--- config.mk ---
export PLATFORM = sky130hd
export DESIGN_NAME = mvfa_bin_div
export DESIGN_NICKNAME = d
export VERILOG_FILES = /design/src/design/mvfa_pkg.sv /design/src/design/mvfa_bin_div.sv
export SDC_FILE = /design/constraint.sdc
export NUM_CORES = 1
export LEC_CHECK = 0
export ABC_AREA = 0
export BUFFER_PORTS_ARGS = -buffer_cell sky130_fd_sc_hd__clkbuf_2
export CORE_UTILIZATION = 50
export DETAILED_ROUTE_END_ITERATION = 8
export GPL_TIMING_DRIVEN = 0
export PLACE_DENSITY_LB_ADDON = 0.12
export SLEW_MARGIN = 40
export SYNTH_ARGS = -nofsm -noshare
export SYNTH_HDL_FRONTEND = slang
export SYNTH_SLANG_ARGS = --single-unit
--- constraint.sdc ---
create_clock -name clk -period 5.82 [get_ports clk]
set_clock_uncertainty 0.1 [all_clocks]
set_input_delay 0.291 -clock clk [delete_from_list [all_inputs] [get_ports clk]]
set_output_delay 0.291 -clock clk [all_outputs]
set_load 0.005 [all_outputs]
--- src/design/mvfa_pkg.sv ---
// Shared types and constants for the motion vector field accumulator.
`default_nettype none

package mvfa_pkg;

  // Field widths
  localparam int OPCODE_W  = 2;
  localparam int SIZE_W    = 12;
  localparam int FRAC_W    = 4;
  localparam int COORD_W   = SIZE_W + FRAC_W;
  localparam int CELL_W    = 7;
  localparam int GAIN_W    = 8;
  localparam int VEL_W     = 24;
  localparam int DXY_W     = COORD_W + 1;
  localparam int PROD_W    = DXY_W + GAIN_W + 1;
  localparam int CFG_IDX_W = 3;
  localparam int CFG_W     = 12;

  // Operations carried on in_tuser
  typedef enum logic [OPCODE_W-1:0] {
    OP_MOTION = 2'd0,
    OP_VORTEX = 2'd1,
    OP_DAMP   = 2'd2,
    OP_READ   = 2'd3
  } opcode_t;

  // Configuration register indexes
  localparam logic [CFG_IDX_W-1:0] CFG_IDX_WIDTH    = 3'd0;
  localparam logic [CFG_IDX_W-1:0] CFG_IDX_HEIGHT   = 3'd1;
  localparam logic [CFG_IDX_W-1:0] CFG_IDX_GAIN     = 3'd2;
  localparam logic [CFG_IDX_W-1:0] CFG_IDX_DAMP     = 3'd3;
  localparam logic [CFG_IDX_W-1:0] CFG_IDX_STRENGTH = 3'd4;

  // Configuration reset values
  localparam logic [SIZE_W-1:0] WIDTH_RST    = 12'd320;
  localparam logic [SIZE_W-1:0] HEIGHT_RST   = 12'd240;
  localparam logic [GAIN_W-1:0] GAIN_RST     = 8'd24;
  localparam logic [GAIN_W-1:0] DAMP_RST     = 8'd243;
  localparam logic [GAIN_W-1:0] STRENGTH_RST = 8'd6;

  // Input payload, last field in the lowest bits
  typedef struct packed {
    logic [1:0]         pad;
    logic [CELL_W-1:0]  cell_row;
    logic [CELL_W-1:0]  cell_col;
    logic [COORD_W-1:0] curr_y;
    logic [COORD_W-1:0] curr_x;
    logic [COORD_W-1:0] prev_y;
    logic [COORD_W-1:0] prev_x;
  } in_data_t;

  localparam int IN_TDATA_W  = $bits(in_data_t);
  localparam int OUT_TDATA_W = 2 * VEL_W;

  // Controller states
  typedef enum logic [6:0] {
    S_CLEAR  = 7'b0000001,
    S_IDLE   = 7'b0000010,
    S_BIN    = 7'b0000100,
    S_WALK   = 7'b0001000,
    S_DRAIN  = 7'b0010000,
    S_READ   = 7'b0100000,
    S_RDWAIT = 7'b1000000
  } state_t;

endpackage

`default_nettype wire

--- src/design/mvfa_bin_div.sv ---
// Restoring divider that bins one coordinate into a clamped grid index.
`default_nettype none

module mvfa_bin_div #(
  parameter int GRID_SIZE = 128
) (
  input  wire logic                         clk,
  input  wire logic                         rst_n,
  input  wire logic                         start,
  input  wire logic [mvfa_pkg::COORD_W-1:0] pos,
  input  wire logic [mvfa_pkg::SIZE_W-1:0]  size,
  output      logic                         done,
  output      logic [$clog2(GRID_SIZE)-1:0] idx
);

  import mvfa_pkg::*;

  localparam int IW   = $clog2(GRID_SIZE);
  localparam int NW   = COORD_W + IW;
  localparam int CNTW = $clog2(IW + 1);

  logic [NW-1:0]      rem_r;
  logic [NW-1:0]      dsh_r;
  logic [IW-1:0]      q_r;
  logic               over_r;
  logic [CNTW-1:0]    cnt_r;
  logic [COORD_W-1:0] dvs;
  logic               ge;

  // Divisor is the image size in Q4, a zero size counts as one pixel
  assign dvs  = {((size == '0) ? SIZE_W'(1) : size), {FRAC_W{1'b0}}};
  assign ge   = (rem_r >= dsh_r);
  assign done = (cnt_r == CNTW'(IW));
  assign idx  = over_r ? IW'(GRID_SIZE - 1) : q_r;

  // Step counter, one quotient bit per cycle
  always_ff @(posedge clk) begin
    if (!rst_n) begin
      cnt_r <= CNTW'(IW);
    end else if (start) begin
      cnt_r <= '0;
    end else if (!done) begin
      cnt_r <= cnt_r + CNTW'(1);
    end
  end

  // Shift-subtract datapath; a position past the image clamps to the last cell
  always_ff @(posedge clk) begin
    if (start) begin
      rem_r  <= NW'(pos) * NW'(GRID_SIZE);
      dsh_r  <= NW'(dvs) << (IW - 1);
      q_r    <= '0;
      over_r <= (pos >= dvs);
    end else if (!done) begin
      if (ge) begin
        rem_r <= rem_r - dsh_r;
      end
      dsh_r <= dsh_r >> 1;
      q_r   <= (q_r << 1) | IW'(ge);
    end
  end

endmodule

`default_nettype wire

==> results of run 1 <==
## sequential cells by signal, indices dropped and copies added, names as in the netlist
register  flops
over_r        1
q_r           7
rem_r        23
cnt_r         3
dsh_r        22
## worst max-delay path, stage by stage, from the launching register on
cell       delay, ns
edfxtp_1        0.37
inv_1           0.14
ha_1            0.25
buf_2           0.16
a21o_1          0.17
a21o_1          0.18
a21o_1          0.21
o2bb2ai_2       0.14
a31oi_4         0.36
nand2b_1        0.37
buf_6           0.26
## logic make-up (layout without fill, tap and decap cells)
| group | count (synthesis) | after routing | synth area share |
|---|---|---|---|
| simple gates | 121 | 121 | 0.1510 |
| compound gates | 102 | 102 | 0.2026 |
| flops | 56 | 56 | 0.3594 |
| buf+inv | 55 | 102 | 0.05925 |
| xor+xnor | 21 | 21 | 0.04683 |
| mux | 24 | 24 | 0.06117 |
| fa+ha+maj | 37 | 37 | 0.1198 |
## report_power, final
group          internal (mW)  total [mW]  leakage (nW)  switching (mW)
Sequential             0.527       0.568         0.530          0.0404
Clock                 0.0916       0.246        0.0511           0.154
Combinational          0.455        1.10          1.31           0.647
Total                   1.07        1.92          1.90           0.842
## cell usage after synthesis (all sizes together) (4+ instances only)
cell type	number	area, sq um
o31ai	11	82.58
clkbuf	8	30.03
o21ai	27	180.2
nor2	36	135.1
xor2	10	87.58
edfxtp	29	870.8
a21o	12	91.34
nand4	4	31.28
or2	9	56.30
xnor2	11	96.34
nand3	6	35.03
nand2	36	135.1
a22o	5	43.79
dfxtp	27	540.5
buf	8	56.30
a21oi	21	127.6
and2	4	25.02
inv	39	146.4
ha	36	450.4
nor3	5	30.03
mux2i	24	240.2
nor4	5	31.28
## layout make-up
| class | instances | share of cell area |
|---|---|---|
| clock inverters | 3 | 0.006615 |
| well taps | 99 | 0.02847 |
| repair buffers | 39 | 0.04630 |
| plain buffers | 16 | 0.01984 |
| flip-flops and latches | 56 | 0.3244 |
| clock buffers | 5 | 0.01582 |
| inverters | 39 | 0.03365 |
| multi-input cells | 305 | 0.5249 |
## path summary, 6_finish.rpt
path	to	slack, ns	depth (start not counted)
setup / recovery	rem_r[9]$_DFFE_PP_	2.86	10
hold / removal	cnt_r[0]$_SDFFE_PN1P_	0.05	2
setup reg to reg	rem_r[9]$_DFFE_PP_	2.86	10
hold reg to reg	rem_r[0]$_SDFFE_PP0P_	0.36	2
## layer usage
layer	share of wire	wire, microns	GRT usage
met3	0.051	469	0.03199
met4	0.014	126	0.06586
met2	0.44	4047	0.3718
met1	0.50	4629	0.3564
met5	0	0	0
==> flow_metrics.tcl, run 1 <==
set metrics [dict create \
    ys.flop_type "edfxtp_1" \
    final_cells 562 \
    finalCriticalPeriod_ns 2.962 \
    synthesis.nets 484 \
    cts_inserted_buffers 5 \
    insertion_delay_ns 0.33 \
    r2r-start "dsh_r[16]$_DFFE_PP_" \
    synth.ff_latch_count 56 \
    cp-start-kind "flip-flop" \
    dpl-instance-area_sq_um 4253 \
    max_freq_mhz 337.6 \
    tightest_slew_ns 0.7661 \
    grt_max_degree 21 \
    timing.final.ws_setup_ns 2.858 \
    final_area_sq_um 4350 \
    die_area_sq_um 8214 \
    fill_cells 671 \
    yosysUniqueCellTypes 61 \
    num_vias 3206 \
    core-area_sq_um 7408 \
    io_pins 39 \
    synth_warnings 0 \
    place_ws_ns 2.899 \
    ir_worst_vdd_uv 191.8 \
    p_leak_nw 1.895 \
    synthArstFlopShare 0 \
    setup_viol 0 \
    multi_input_area_sq_um 2283 \
    ant_nets 0 \
    hold_path.class "in2reg" \
    layout_commonest_cell "inv_1" \
    outcome "complete, no violations" \
    first_pass_iters 5 \
    fp.dieH_microns 90.63 \
    drt-initial-drc-count 135 \
    layout.nets 530 \
    routed_wl_microns 9273 \
    hold_slack_ns 0.04757 \
    start_util 0.5301 \
    min_period_over_period 0.5089 \
    viasPerCell 5.705 \
    drive_gt1_frac 0.1836 \
    dp_hpwl_microns 7307 \
    die_w_microns 90.63 \
    hp-start "rst_n" \
    area_delta_synth_final_pct 10.77 \
    track_usage 0.2424 \
    cts-root-buf "clkbuf_8" \
    grt_overflow 0 \
    placed_cells 554 \
    grt_pass1_vias 3129 \
    drc 0 \
    relSlewSlack 0.4892 \
    gp_congestion 0.9386 \
    utilization 0.5872 \
    antenna_found_initial 0 \
    rows 31 \
    tns_ns 0 \
    path_clk_slew_ns 0.12 \
    worstPathRequired_ns 5.82 \
    post_cts_buffers 0 \
    cap_violations 0 \
    synth_area_sq_um 3928 \
    htreeDepth 2 \
    post_cts_resized 0 \
    cp.arrival_ns 2.97 \
    power_mw 1.915 \
    final_cell_mix "39 x inv_1, 38 x clkbuf_2, 36 x nand2_1, 36 x nor2_1, 36 x ha_1" \
    register_area_sq_um 1411 \
    critPathKind "reg2reg" \
    cts_sinks 56 \
    tritoncts "done" \
    ctsHoldBuffers 0 \
    rsz0062_at_grt "false" \
    crit_fanout 9 \
    port_buffers 38 \
    clockBufferDepth 2 \
    synth_edf_count 29 \
    cp-end-kind "flip-flop" \
    synth_cells 416 \
    power.density_nw_per_um2 440.3 \
    cp-startpoint "dsh_r[16]$_DFFE_PP_" \
    syn_area_per_cell_sq_um 9.441 \
    grt_pass1_wl_microns 15680 \
    hold_viol_final 0 \
    diodes 0 \
    routedWlPerCell_microns 16.50 \
    yosysSeqAreaShare 0.3594 \
    finalMaxSlewViolations 0 \
]
Note: power is estimated with default switching activity, not from simulation.
==> run 2: changes to the inputs <==
Clock period 5.82 ns to 2.71 ns, I/O delays scaled along.
==> run 2 against run 1 <==
Compared with the run above: count of clock-buffer cells in the layout unchanged; via count increased by 3.5%; combinational power increased by 140%; first-iteration DRC count increased by 25%; largest power group unchanged; sequential power increased by 120%; clock power increased by 120%; cell area increased by 6.8%; register-to-register slack got worse by 2.8 ns; power increased by 130%; critical path type unchanged; wire length increased by 4.9%; utilization increased by 4.0 points.
==> flow_metrics.tcl, run 2 (same netlist as run 1, synthesis figures left out) <==
set metrics [dict create \
    timing.final.ws_setup_ns 0.03105 \
    grt_overflow 0 \
    final_area_sq_um 4648 \
    hold_path.class "in2reg" \
    min_period_over_period 0.9885 \
    htreeDepth 2 \
    track_usage 0.2433 \
    core-area_sq_um 7408 \
    worstPathRequired_ns 2.70 \
    fp.dieH_microns 90.63 \
    start_util 0.5301 \
    setup_viol 0 \
    drive_gt1_frac 0.2714 \
    layout.nets 546 \
    dpl-instance-area_sq_um 4253 \
    cp-startpoint "dsh_r[8]$_SDFFE_PP0N_" \
    ant_nets 0 \
    placed_cells 554 \
    rows 31 \
    critPathKind "reg2reg" \
    tightest_slew_ns 0.8088 \
    wl_met3_microns 482 \
    clockBufferDepth 2 \
    place_ws_ns -0.2114 \
    outcome "complete, no violations" \
    finalCriticalPeriod_ns 2.679 \
    num_vias 3318 \
    io_pins 39 \
    reg.largest.list "rem_r (23), dsh_r (22), q_r (7)" \
    relSlewSlack 0.4608 \
    cp-end-kind "flip-flop" \
    insertion_delay_ns 0.33 \
    routed_wl_microns 9724 \
    cts-root-buf "clkbuf_8" \
    die_area_sq_um 8214 \
    p_leak_nw 2.000 \
    antenna_found_initial 0 \
    hold_viol_final 0 \
    first_pass_iters 5 \
    gp_congestion 0.9386 \
    reg2reg_setup_slack_ns 0.03 \
    hp-start "pos[1]" \
    routedWlPerCell_microns 16.82 \
    max_freq_mhz 373.3 \
    dp_hpwl_microns 7307 \
    cap_violations 0 \
    path_clk_slew_ns 0.12 \
    diodes 0 \
    cts_inserted_buffers 5 \
    tritoncts "done" \
    grt_pass1_vias 3138 \
    drc 0 \
    cp-start-kind "flip-flop" \
    cts_sinks 56 \
    crit_fanout 5 \
    grt_pass1_wl_microns 15740 \
    hold_slack_ns 0.01395 \
    rsz0062_at_grt "true" \
    top_layer "met4" \
    power.density_nw_per_um2 937.9 \
    power_mw 4.360 \
    finalMaxSlewViolations 0 \
    wl_met1_microns 4704 \
    port_buffers 38 \
    ir_worst_vdd_uv 405.2 \
    met2WireLength_microns 4417 \
    largest_reg_flops 23 \
    die_w_microns 90.63 \
    grt_max_degree 21 \
    r2r-start "dsh_r[8]$_SDFFE_PP0N_" \
    area_delta_synth_final_pct 18.35 \
    viasPerCell 5.740 \
    drt-initial-drc-count 169 \
    final_cell_mix "38 x clkbuf_2, 36 x nor2_1, 35 x inv_1, 35 x nand2_1, 29 x edfxtp_1" \
    layout_commonest_cell "clkbuf_2" \
    cp.arrival_ns 2.67 \
    final_cells 578 \
    top_register "rem_r" \
]
## run 2: final cells by class
type / instances / area, sq um
multi-input combinational: 305 / 2429
fill: 633 / 2760
clock inverter: 3 / 28.78
buffer: 15 / 78.83
clock buffer: 5 / 68.82
inverter: 39 / 146.4
sequential: 56 / 1419
timing repair buffer: 56 / 354.1
tap: 99 / 123.9
## run 2: path summary, 6_finish.rpt
path / endpoint / cells after the start
min: rem_r[8]$_DFFE_PP_ / 3
min reg2reg: rem_r[0]$_SDFFE_PP0P_ / 2
max reg2reg: rem_r[22]$_DFFE_PP_ / 9
max: rem_r[22]$_DFFE_PP_ / 9
## run 2: routing by layer
metal | global-route usage | vias to the layer above
li1 | - | 1624
met5 | 0 | -
met1 | 0.3564 | 1592
met4 | 0.06586 | 0
met2 | 0.3750 | 93
met3 | 0.03199 | 9
## run 2: report_power, final
group	switching, mW	leakage, nW	internal [mW]	total [mW]
sequential	0.0951	0.533	1.13	1.23
combinational	1.46	1.42	1.14	2.60
clock	0.333	0.0511	0.197	0.530
## run 2: through the flow
step,TNS [ns],util
global route,-0.2896,0.6274
detailed placement,-2.187,0.5741
CTS,0,0.5962
finish,0,0.6274
floorplan,0,-
global placement,-5.565,0.5725
## run 2: worst max-delay path, stage by stage, from the launching register on
cell and delay, ns:
dfxtp_2 0.38, inv_1 0.06, ha_2 0.38, o21a_1 0.13, o21ai_0 0.11, a211oi_2 0.33, o21ai_2 0.16, a2111oi_4 0.43
nor4bb_2 0.09, a221o_1 0.27
## run 2: timing repair
action,CTS,global route
hold endpoints to repair,5,0
setup endpoints to repair,26,26
gates resized for setup,5,35
gates cloned,0,1
buffers inserted,4,9
hold buffers,3,0
pin swaps,6,13
